$ cat src/sv/wps_pkg.sv
// Shared widths, constants and types of the wheel pulse speedometer.
package wps_pkg;

  localparam int INTERVAL_BITS = 20;
  localparam int DISTANCE_BITS = 40;
  localparam int CIRC_BITS     = 12;
  localparam int SPEED_SCALE   = 360;
  localparam int SPEED_BITS    = CIRC_BITS + $clog2(SPEED_SCALE);
  localparam int STEP_BITS     = $clog2(SPEED_BITS);
  localparam int CIRC_RESET    = 2096;

  typedef logic [INTERVAL_BITS-1:0] interval_t;
  typedef logic [DISTANCE_BITS-1:0] distance_t;
  typedef logic [CIRC_BITS-1:0]     circ_t;
  typedef logic [SPEED_BITS-1:0]    speed_t;
  typedef logic [STEP_BITS-1:0]     step_t;

  typedef enum logic [1:0] {
    ST_IDLE,
    ST_DIV,
    ST_DONE
  } state_t;

endpackage

$ cat src/sv/wps_in_if.sv
// Tick request channel carrying the sampled Hall sensor level.
interface wps_in_if;
  logic valid;
  logic ready;
  logic hall_level;

  modport source (output valid, output hall_level, input ready);
  modport sink (input valid, input hall_level, output ready);
endinterface

$ cat src/sv/wps_out_if.sv
// Result request channel carrying speed, distance and interval.
interface wps_out_if;
  logic               valid;
  logic               ready;
  wps_pkg::speed_t    speed_centi_kmh;
  wps_pkg::distance_t distance_mm;
  wps_pkg::interval_t interval_ticks;

  modport source (output valid, output speed_centi_kmh, output distance_mm,
                  output interval_ticks, input ready);
  modport sink (input valid, input speed_centi_kmh, input distance_mm,
                input interval_ticks, output ready);
endinterface

$ cat src/sv/wheel_pulse_speedometer_unit.sv
// Top level of the wheel pulse speedometer with its shared serial divider.
// A tick that gives no result is taken at once and ready stays high.
// A tick on an armed rising edge starts a restoring divider that produces one
// quotient bit per cycle (SPEED_BITS = 21 bits); in ST_DONE the result is loaded
// into the output register once no pending result is stalled there, and a new
// tick is taken in the following cycle.
// Synchronous active-low reset clears the counters, distance and arming and
// restores the circumference register to 2096 mm.
module wheel_pulse_speedometer_unit (
  input  logic            clk,
  input  logic            rst_n,
  wps_in_if.sink          in_if,
  wps_out_if.source       out_if,
  input  logic            cfg_we,
  input  wps_pkg::circ_t  cfg_wdata
);

  wps_pkg::state_t    state_r, state_nxt;
  wps_pkg::circ_t     circ_r, circ_nxt;
  logic               prev_level_r, prev_level_nxt;
  logic               armed_r, armed_nxt;
  wps_pkg::interval_t tick_r, tick_nxt;
  wps_pkg::distance_t dist_r, dist_nxt;

  // Divider datapath: remainder, shifting dividend/quotient, divisor.
  wps_pkg::interval_t rem_r, rem_nxt;
  wps_pkg::speed_t    quo_r, quo_nxt;
  wps_pkg::interval_t div_r, div_nxt;
  wps_pkg::step_t     cnt_r, cnt_nxt;

  logic               out_valid_r, out_valid_nxt;
  wps_pkg::speed_t    out_speed_r, out_speed_nxt;
  wps_pkg::distance_t out_dist_r, out_dist_nxt;
  wps_pkg::interval_t out_intv_r, out_intv_nxt;

  logic                               in_acc;
  logic                               rise;
  wps_pkg::interval_t                 tick_inc;
  logic [wps_pkg::DISTANCE_BITS:0]    dist_sum;
  wps_pkg::distance_t                 dist_sat;
  wps_pkg::speed_t                    dividend;
  logic [wps_pkg::INTERVAL_BITS:0]    trial;
  logic [wps_pkg::INTERVAL_BITS:0]    trial_diff;
  logic                               fits;

  assign in_if.ready = (state_r == wps_pkg::ST_IDLE);
  assign in_acc      = in_if.valid && in_if.ready;
  assign rise        = in_if.hall_level && !prev_level_r;
  assign tick_inc    = (&tick_r) ? tick_r : tick_r + 1'b1;

  // Distance saturates at all ones when the add carries out.
  assign dist_sum = {1'b0, dist_r} + (wps_pkg::DISTANCE_BITS + 1)'(circ_r);
  assign dist_sat = dist_sum[wps_pkg::DISTANCE_BITS] ? '1
                                                     : dist_sum[wps_pkg::DISTANCE_BITS-1:0];
  assign dividend = wps_pkg::SPEED_BITS'(circ_r) *
                    wps_pkg::SPEED_BITS'(wps_pkg::SPEED_SCALE);

  assign trial      = {rem_r, quo_r[wps_pkg::SPEED_BITS-1]};
  assign trial_diff = trial - {1'b0, div_r};
  assign fits       = (trial >= {1'b0, div_r});

  assign out_if.valid           = out_valid_r;
  assign out_if.speed_centi_kmh = out_speed_r;
  assign out_if.distance_mm     = out_dist_r;
  assign out_if.interval_ticks  = out_intv_r;

  always_comb begin
    state_nxt      = state_r;
    circ_nxt       = cfg_we ? cfg_wdata : circ_r;
    prev_level_nxt = prev_level_r;
    armed_nxt      = armed_r;
    tick_nxt       = tick_r;
    dist_nxt       = dist_r;
    rem_nxt        = rem_r;
    quo_nxt        = quo_r;
    div_nxt        = div_r;
    cnt_nxt        = cnt_r;
    out_valid_nxt  = out_valid_r && !out_if.ready;
    out_speed_nxt  = out_speed_r;
    out_dist_nxt   = out_dist_r;
    out_intv_nxt   = out_intv_r;

    case (state_r)
      wps_pkg::ST_IDLE: begin
        if (in_acc) begin
          tick_nxt       = tick_inc;
          prev_level_nxt = in_if.hall_level;
          if (rise) begin
            tick_nxt = '0;
            if (armed_r) begin
              dist_nxt  = dist_sat;
              div_nxt   = tick_inc;
              quo_nxt   = dividend;
              rem_nxt   = '0;
              cnt_nxt   = wps_pkg::STEP_BITS'(wps_pkg::SPEED_BITS - 1);
              state_nxt = wps_pkg::ST_DIV;
            end else begin
              armed_nxt = 1'b1;
            end
          end
        end
      end
      wps_pkg::ST_DIV: begin
        // One restoring step: the remainder stays below the divisor, so it
        // fits back into the interval width after the subtract.
        rem_nxt = fits ? trial_diff[wps_pkg::INTERVAL_BITS-1:0]
                       : trial[wps_pkg::INTERVAL_BITS-1:0];
        quo_nxt = {quo_r[wps_pkg::SPEED_BITS-2:0], fits};
        if (cnt_r == '0) begin
          state_nxt = wps_pkg::ST_DONE;
        end else begin
          cnt_nxt = cnt_r - 1'b1;
        end
      end
      wps_pkg::ST_DONE: begin
        if (!out_valid_r || out_if.ready) begin
          out_valid_nxt = 1'b1;
          out_speed_nxt = quo_r;
          out_dist_nxt  = dist_r;
          out_intv_nxt  = div_r;
          state_nxt     = wps_pkg::ST_IDLE;
        end
      end
      default: begin
        state_nxt = wps_pkg::ST_IDLE;
      end
    endcase
  end

  always_ff @(posedge clk) begin
    if (!rst_n) begin
      state_r      <= wps_pkg::ST_IDLE;
      circ_r       <= wps_pkg::CIRC_BITS'(wps_pkg::CIRC_RESET);
      prev_level_r <= 1'b0;
      armed_r      <= 1'b0;
      tick_r       <= '0;
      dist_r       <= '0;
      cnt_r        <= '0;
      out_valid_r  <= 1'b0;
    end else begin
      state_r      <= state_nxt;
      circ_r       <= circ_nxt;
      prev_level_r <= prev_level_nxt;
      armed_r      <= armed_nxt;
      tick_r       <= tick_nxt;
      dist_r       <= dist_nxt;
      cnt_r        <= cnt_nxt;
      out_valid_r  <= out_valid_nxt;
    end
  end

  always_ff @(posedge clk) begin
    rem_r       <= rem_nxt;
    quo_r       <= quo_nxt;
    div_r       <= div_nxt;
    out_speed_r <= out_speed_nxt;
    out_dist_r  <= out_dist_nxt;
    out_intv_r  <= out_intv_nxt;
  end

  a_edge_starts_div: assert property (@(posedge clk) disable iff (!rst_n)
    (in_acc && rise && armed_r) |=> (state_r == wps_pkg::ST_DIV))
    else $error("armed rising edge did not start the divider");

  a_divisor_nonzero: assert property (@(posedge clk) disable iff (!rst_n)
    (state_r == wps_pkg::ST_DIV) |-> (div_r != '0))
    else $error("divider running with a zero interval");

  a_rem_below_div: assert property (@(posedge clk) disable iff (!rst_n)
    (state_r == wps_pkg::ST_DIV || state_r == wps_pkg::ST_DONE) |-> (rem_r < div_r))
    else $error("divider remainder not below divisor");

  a_dist_monotonic: assert property (@(posedge clk) disable iff (!rst_n)
    $past(rst_n) |-> (dist_r >= $past(dist_r)))
    else $error("distance decreased");

  a_no_load_over_pending: assert property (@(posedge clk) disable iff (!rst_n)
    (out_valid_r && !out_if.ready) |=> $stable(out_dist_r))
    else $error("pending result overwritten");

endmodule

$ cat src/flat_wrapper.sv
// flat-port wrapper written by rule: the top's interface ports become plain ports
module wheel_pulse_speedometer_unit_flat 
  (clk, rst_n, cfg_we, cfg_wdata, in_if_valid, in_if_hall_level, in_if_ready, out_if_valid, out_if_speed_centi_kmh, out_if_distance_mm, out_if_interval_ticks, out_if_ready);
  wps_in_if in_if_i ();
  wps_out_if out_if_i ();
  input  logic clk;
  input  logic rst_n;
  input  logic cfg_we;
  input  wps_pkg::circ_t cfg_wdata;
  input wire logic [$bits(in_if_i.valid)-1:0] in_if_valid;
  input wire logic [$bits(in_if_i.hall_level)-1:0] in_if_hall_level;
  output wire logic [$bits(in_if_i.ready)-1:0] in_if_ready;
  output wire logic [$bits(out_if_i.valid)-1:0] out_if_valid;
  output wire logic [$bits(out_if_i.speed_centi_kmh)-1:0] out_if_speed_centi_kmh;
  output wire logic [$bits(out_if_i.distance_mm)-1:0] out_if_distance_mm;
  output wire logic [$bits(out_if_i.interval_ticks)-1:0] out_if_interval_ticks;
  input wire logic [$bits(out_if_i.ready)-1:0] out_if_ready;
  assign in_if_i.valid = in_if_valid;
  assign in_if_i.hall_level = in_if_hall_level;
  assign in_if_ready = in_if_i.ready;
  assign out_if_valid = out_if_i.valid;
  assign out_if_speed_centi_kmh = out_if_i.speed_centi_kmh;
  assign out_if_distance_mm = out_if_i.distance_mm;
  assign out_if_interval_ticks = out_if_i.interval_ticks;
  assign out_if_i.ready = out_if_ready;
  wheel_pulse_speedometer_unit u_core (.clk(clk), .rst_n(rst_n), .in_if(in_if_i), .out_if(out_if_i), .cfg_we(cfg_we), .cfg_wdata(cfg_wdata));
endmodule
$ cat config.mk
export PLATFORM = sky130hd
export DESIGN_NAME = wheel_pulse_speedometer_unit_flat
export DESIGN_NICKNAME = d
export VERILOG_FILES = /design/src/sv/wps_pkg.sv /design/src/sv/wps_in_if.sv /design/src/sv/wps_out_if.sv /design/src/sv/wheel_pulse_speedometer_unit.sv /design/src/flat_wrapper.sv
export SDC_FILE = /design/constraint.sdc
export NUM_CORES = 1
export LEC_CHECK = 0
export BUFFER_PORTS_ARGS = -buffer_cell sky130_fd_sc_hd__buf_2
export CORE_MARGIN = 5
export CORE_UTILIZATION = 45
export CTS_BUF_LIST = sky130_fd_sc_hd__clkbuf_8
export DETAILED_ROUTE_END_ITERATION = 8
export GPL_TIMING_DRIVEN = 0
export PLACE_DENSITY_LB_ADDON = 0.2
export SYNTH_ARGS = -nofsm -noshare
export SYNTH_HDL_FRONTEND = slang
export SYNTH_SLANG_ARGS = --single-unit
export TNS_END_PERCENT = 30
$ cat constraint.sdc
create_clock -name clk -period 5.85 [get_ports clk]
set_input_delay 0.2925 -clock clk [delete_from_list [all_inputs] [get_ports clk]]
set_output_delay 0.2925 -clock clk [all_outputs]
set_load 0.01 [all_outputs]
==> results of run 1 <==
[final cells by class]
type                       count  area (um^2)
buffer                        34          160
tap                          335          419
sequential                   224         5910
fill                        2376        12300
timing repair buffer         109          621
clock buffer                  47          647
clock inverter                23          115
multi-input combinational    769         5380
inverter                      78          293
[sequential cells by signal, summed over array words and instances (netlist names)]
| signal | cells |
|---|---|
| u_core.tick_r | 20 |
| u_core.armed_r | 1 |
| u_core.cnt_r | 5 |
| u_core.circ_r | 12 |
| u_core.out_if.speed_centi_kmh | 21 |
| u_core.out_if.valid | 1 |
| u_core.out_if.interval_ticks | 20 |
| u_core.quo_r | 21 |
| u_core.dist_r | 40 |
| u_core.out_if.distance_mm | 40 |
| u_core.prev_level_r | 1 |
| u_core.state_r | 2 |
| u_core.div_r | 20 |
| u_core.rem_r | 20 |
[layout by cell type (no fill, tap or decap), types with 6 or more instances in the layout]
master / synthesis / final
nand4_1: 19 / 19
a21oi_1: 85 / 85
a31oi_1: 16 / 16
and2_1: 7 / 7
nor3_1: 26 / 26
mux2i_1: 24 / 24
nand2b_1: 8 / 8
clkbuf_1: 22 / 21
inv_1: 76 / 88
and4_1: 11 / 11
nand2_1: 88 / 88
and3_1: 16 / 16
o21a_1: 11 / 11
o21ai_0: 64 / 64
dlygate4sd3_1: 0 / 6
edfxtp_1: 142 / 142
dfxtp_1: 82 / 82
xor2_1: 26 / 26
fa_1: 15 / 15
ha_1: 73 / 73
nor4_1: 6 / 6
or3_1: 10 / 10
nor2b_1: 16 / 15
buf_2: 7 / 107
clkbuf_8: 0 / 47
clkinv_1: 1 / 9
xnor2_1: 44 / 44
a21o_1: 14 / 14
nor2_1: 76 / 75
o211ai_1: 6 / 6
nand3_1: 32 / 32
o31ai_1: 8 / 8
[synthesized netlist by cell type (15+ instances only)]
library cell / count
a21oi_1: 85
a31oi_1: 16
and3_1: 16
clkbuf_1: 22
dfxtp_1: 82
edfxtp_1: 142
fa_1: 15
ha_1: 73
inv_1: 76
mux2i_1: 24
nand2_1: 88
nand3_1: 32
nand4_1: 19
nor2_1: 76
nor2b_1: 16
nor3_1: 26
o21ai_0: 64
xnor2_1: 44
xor2_1: 26
[where the power goes]
| group | switching [W] | internal, W |
|---|---|---|
| clock network | 0.000625 | 0.000769 |
| logic | 0.000323 | 0.000237 |
| registers | 0.0000261 | 0.00173 |
[worst max-delay path, delay by kind of cell (launching register included)]
kind	cells	cell delay [ns]
buffers and inverters	2	0.12
AO/OA/AOI/OAI	5	1.38
XOR/XNOR	1	0.21
AND/OR/NAND/NOR	1	0.18
adder cells (fa/ha/maj)	4	1.40
flip-flops	1	0.50
[routing by layer]
| layer | vias to the layer above | GRT usage | routed length, um |
|---|---|---|---|
| li1 | 4340 | - | - |
| met1 | 4122 | 0.250 | 12500 |
| met2 | 205 | 0.303 | 12600 |
| met3 | 47 | 0.0285 | 1270 |
| met4 | 0 | 0.0551 | 649 |
| met5 | - | 0 | 0 |
[cells by family (layout without fill, tap and decap cells)]
logic type               Yosys count  in the layout
AO/OA/AOI/OAI                    249            249
XOR/XNOR                          70             70
adder cells (fa/ha/maj)           88             88
buffers and inverters            112            291
flip-flops                       224            224
multiplexers                      27             27
AND/OR/NAND/NOR                  335            335
[metrics by stage]
stage | area (um^2) | setup WS, ns | hold slack [ns] | total power [W]
final | 13500 | 1.81 | 0.0321 | 0.00371
after global routing | 13500 | 1.54 | 0.0234 | 0.00391
after CTS | 13500 | 1.80 | 0.00103 | 0.00376
after detailed placement | 12700 | 1.82 | 0.428 | 0.00234
after global placement | 12600 | -0.834 | 0.429 | 0.00234
after floorplan | 11700 | 1.19 | 0.417 | 0.00222
[final timing paths]
kind	endpoint	depth (start not counted)	start	slack, ns
worst max-delay path	u_core.quo_r[16]	13	u_core.circ_r[0]	1.81
worst min-delay path	u_core.prev_level_r	3	in_if_hall_level	0.03
worst max register to register	u_core.quo_r[16]	13	u_core.circ_r[0]	1.81
worst min register to register	u_core.out_if.speed_centi_kmh[1]	0	u_core.quo_r[1]	0.44
==> metrics.md, run 1 <==
| Metric | Value |
|---|---|
| Crit-path cells | `ha_1 -> ha_1 -> inv_1 -> fa_1 -> inv_1 -> ha_1 -> a21o_1 -> a21o_1 -> a2111oi_0 -> nor2_1 -> a311oi_1 -> xor2_1 -> a21oi_1` |
| Io pins | `approximately 100` |
| Initial Utilization | `0.454` |
| Largest net degree at the start of global routing | `34` |
| Reg clk slew, reported paths | `about 0.06 ns` |
| Netlist Area Pre-Place | `around 12000 um^2` |
| Initial detailed-routing violation count | `~550` |
| Initial antenna violation count | `0` |
| Deepest clock path buffer count | `3` |
| Worst hold path class | `input pin to flop` |
| Required @ worst endpoint | `approximately 6.1 ns` |
| Pwr dens | `roughly 270 nW/um^2` |
| Synth Area in XOR/XNOR | `0.0523` |
| Die area | `29400 um^2` |
| WL per Instance | `16.7 um` |
| Synth-to-Final Area Change | `15.5%` |
| Main combinational cell family by area after synthesis | `simple AND/OR/NAND/NOR gates` |
| Ys Warns | `0` |
| Cts repair resizes | `0` |
| DIE WIDTH | `between 150 and 200 um` |
| Layout cells sized above 1 | `0.147` |
| PortBufs | `100` |
| Slew Limit Fails | `0` |
| Core Area | `between 20000 and 30000 um^2` |
| FMAX | `around 250 MHz` |
| TritonRoute pass-1 iters | `5` |
| Avg Inst Size Synth | `~11 um^2` |
| Clock Root Buffer | `clkbuf_8` |
| Ys flop type | `edfxtp_1` |
| Post-CTS setup buffers | `0` |
| Row count | `between 50 and 60` |
| First-pass GRT wire length | `about 43000 um` |
| Status | `complete, no violations` |
| Finished Layout Cells | `approximately 1600` |
| Final setup violating endpoints | `0` |
| Routability Congestion | `0.842` |
| Vias in the first global route | `8457` |
| CTS tree | `yes` |
| Mux contribution to synthesized area | `0.0234` |
| Simple-Gate Fraction of Synth Area | `0.146` |
| RSZ-0062 raised after global routing | `no` |
| Maxcap violations | `0` |
| H-Tree Depth | `2` |
| CP Max Fanout | `6` |
| Fin util | `0.524` |
| Adder-cell share of the synthesized area | `0.104` |
| Total GRT Usage | `0.183` |
| Worst slew pin tran | `0.805 ns` |
| Peak supply drop | `0.294 mV` |
| Max Clock Skew | `~0.025 ns` |
| Crit. End Element | `flop` |
| CP arrival | `~4.3 ns` |
| CP startpoint kind | `flop` |
| DR vias | `between 8000 and 9000` |
| DP Cell Count | `around 1500` |
| Grt total ovfl | `0` |
| Largest stage delay, worst path | `between 0.5 and 0.6 ns` |
| Total clock buffers created by CTS | `39` |
| Post-route ant nets | `0` |
| Worst path slowest cell | `a2111oi_0` |
| Final Hold Fails | `0` |
| Seq/Total Area, Yosys | `0.504` |
| Most frequent CP cell | `ha_1` |
| LEAKAGE | `5.33 nW` |
| DPL Wire Length | `just under 20000 um` |
| Drt via density | `roughly 5.4` |
| Distinct cells, synth | `68` |
| DRC violations left | `0` |
| Synth top area share | `0.364` |
| Clk_lat worst skew | `0.53 ns` |
| Async S/R FF share, synth | `0` |
| Max_slew headroom | `0.460` |
| Sink Count | `roughly 220` |
| Period Utilization, post-route | `0.691` |
| Post-CTS Hold Buffers | `6` |
| Setup TNS | `0 ns` |
| Synth Area in Compound Gates | `0.132` |
| Synth top area cells | `edfxtp_1 36%, dfxtp_1 14%, ha_1 7.8%, a21oi_1 3.6%, xnor2_1 3.3%` |
| Routed WL | `around 27000 um` |
| Post-Syn Instances | `~1100` |
| Chip height | `roughly 170 um` |
| Seq cells post-synth | `224` |
| Nets | `~1400` |
| Crit path kind | `flop to flop` |
| Antenna diode count | `0` |
| EDFF count, synth | `roughly 140` |
| Final min period | `4.04 ns` |
| Synthesized Nets | `about 1200` |
| Synth area leader | `edfxtp_1` |
Power figures use the tool's default switching activity.
==> inputs of run 2 (changes only) <==
- clock period: 5.85 -> 4.13 ns (I/O delays scaled with it)
==> metrics.md, run 2 (synthesized netlist as in run 1, its figures left out) <==
| Metric | Value |
|---|---|
| Status | `complete, no violations` |
| Placed Area | `12700 um^2` |
| Maxcap violations | `0` |
| Post-route ant nets | `0` |
| Grt total ovfl | `0` |
| DRC violations left | `0` |
| Deepest clock path buffer count | `3` |
| Fill count | `around 2400` |
| Final min period | `between 3 and 4 ns` |
| Finished Layout Cells | `about 1600` |
| Hold path cells | `3` |
| Peak supply drop | `around 0.26 mV` |
| CP startpoint kind | `flop` |
| Row count | `just under 60` |
| Hold_sp | `rst_n` |
| H-Tree Depth | `2` |
| Io pins | `101` |
| Worst slew pin tran | `around 0.81 ns` |
| Final Hold Fails | `0` |
| CP arrival | `slightly above 4 ns` |
| Synth-to-Final Area Change | `16.8%` |
| CTS tree | `yes` |
| Clock Root Buffer | `clkbuf_8` |
| Antenna diode count | `0` |
| R2r startpoint | `u_core.circ_r[0]` |
| LEAKAGE | `approximately 5.4 nW` |
| Die area | `~29000 um^2` |
| Max_slew headroom | `0.460` |
| Flop-to-flop setup slack | `between 0.2 and 0.25 ns` |
| RSZ-0062 raised after global routing | `no` |
| Period Utilization, post-route | `0.944` |
| DIE WIDTH | `approximately 170 um` |
| DR vias | `just under 9000` |
| Core Area | `approximately 26000 um^2` |
| Slew Limit Fails | `0` |
| Worst hold path class | `input pin to flop` |
| Worst R2R Path Depth | `13` |
| Crit. End Element | `flop` |
| Largest net degree at the start of global routing | `34` |
| Final setup violating endpoints | `0` |
| Crit path kind | `flop to flop` |
| Pwr dens | `between 300 and 400 nW/um^2` |
| Crit-path cells | `ha_1 -> ha_1 -> inv_1 -> fa_1 -> inv_1 -> ha_1 -> a21o_1 -> a21o_1 -> a2111oi_2 -> nor2_1 -> a311oi_1 -> xor2_1 -> a21oi_1` |
| DP Cell Count | `1543` |
| Buf/Inv on CP | `2` |
| Chip height | `~170 um` |
| DPL Wire Length | `19700 um` |
| Hold Worst Slack | `0.0573 ns` |
| Routed WL | `between 20000 and 30000 um` |
| Max Clock Skew | `approximately 0.016 ns` |
| Sink Count | `roughly 220` |
| Routability Congestion | `0.845` |
| CP Max Fanout | `6` |
| Total GRT Usage | `0.191` |
| TritonRoute pass-1 iters | `4` |
| Cell area after layout | `around 14000 um^2` |
| First-pass GRT wire length | `45400 um` |
| Nets | `1372` |
| Delay-heaviest family, CP | `adder cells` |
| Initial detailed-routing violation count | `493` |
| Required @ worst endpoint | `4.38 ns` |
| Worst path slowest cell | `dfxtp_1` |
| Commonest non-fill, non-tap cell in the layout | `edfxtp_1` |
| Clk_lat worst skew | `0.53 ns` |
| Drt via density | `around 5.4` |
| Initial Utilization | `0.454` |
| Most frequent CP cell | `ha_1` |
| Layout cells sized above 1 | `0.150` |
| Vias in the first global route | `8915` |
| Most frequent cells in the layout | `142 x edfxtp_1, 107 x buf_2, 91 x inv_1, 88 x nand2_1, 85 x a21oi_1` |
| R2r endpoint | `u_core.quo_r[16]` |
| Reg clk slew, reported paths | `about 0.070 ns` |
| WL per Instance | `roughly 17 um` |
| Fin util | `0.530` |
| Hold EP | `u_core.dist_r[14]` |
| Post-CTS setup buffers | `0` |
| FMAX | `around 260 MHz` |
| PortBufs | `100` |
| Total clock buffers created by CTS | `40` |
| Initial antenna violation count | `0` |
| Largest stage delay, worst path | `between 0.5 and 0.6 ns` |
-- run 2: repair_timing --
item	in CTS	in global routing
hold buffers	16	0
setup endpoints to repair	0	3
hold endpoints to repair	14	0
resized for setup	0	2
-- run 2: through the flow --
step / TNS [ns] / setup slack [ns] / power, W
global placement: -11.29 / -0.168 / 0.00331
finish: 0 / 0.233 / 0.00541
global route: 0 / 0.0389 / 0.00570
detailed placement: 0 / 0.0368 / 0.00333
floorplan: 0 / 0.563 / 0.00314
CTS: 0 / 0.0134 / 0.00548
-- run 2: worst max path at each step --
stage,from,to,cells after the start
6_report,u_core.circ_r[0],u_core.quo_r[16],13
5_1_grt,u_core.circ_r[0],u_core.quo_r[20],13
4_1_cts,u_core.circ_r[0],u_core.quo_r[16],13
3_5_place_dp,u_core.circ_r[0],u_core.quo_r[16],13
3_3_place_gp,u_core.state_r[1],u_core.out_if.speed_centi_kmh[9],2
2_1_floorplan,u_core.circ_r[1],u_core.quo_r[16],13
-- run 2: cell type report --
type	instances	area, um^2	area share
buffer	34	160	0.0117
clock buffer	45	619	0.0452
multi-input combinational	769	5390	0.393
timing repair buffer	119	721	0.0526
tap	335	419	0.0306
clock inverter	27	190	0.0139
sequential	224	5910	0.431
inverter	78	293	0.0214
-- run 2: tightest hold or removal path: cells and delay by family --
| kind | cells | cell delay, ns |
|---|---|---|
| buffers and inverters | 1 | 0.18 |
| AO/OA/AOI/OAI | 2 | 0.14 |
-- run 2: layer usage --
layer	track usage	up-vias	share of wire
li1	-	4375	-
met1	0.253	4160	0.46
met2	0.318	218	0.47
met3	0.0361	58	0.050
met4	0.0603	0	0.026
met5	0	-	0
-- run 2: where the power goes --
part,switching (W),internal [W]
registers,0.0000375,0.00245
logic,0.000472,0.000347
clock network,0.000918,0.00119
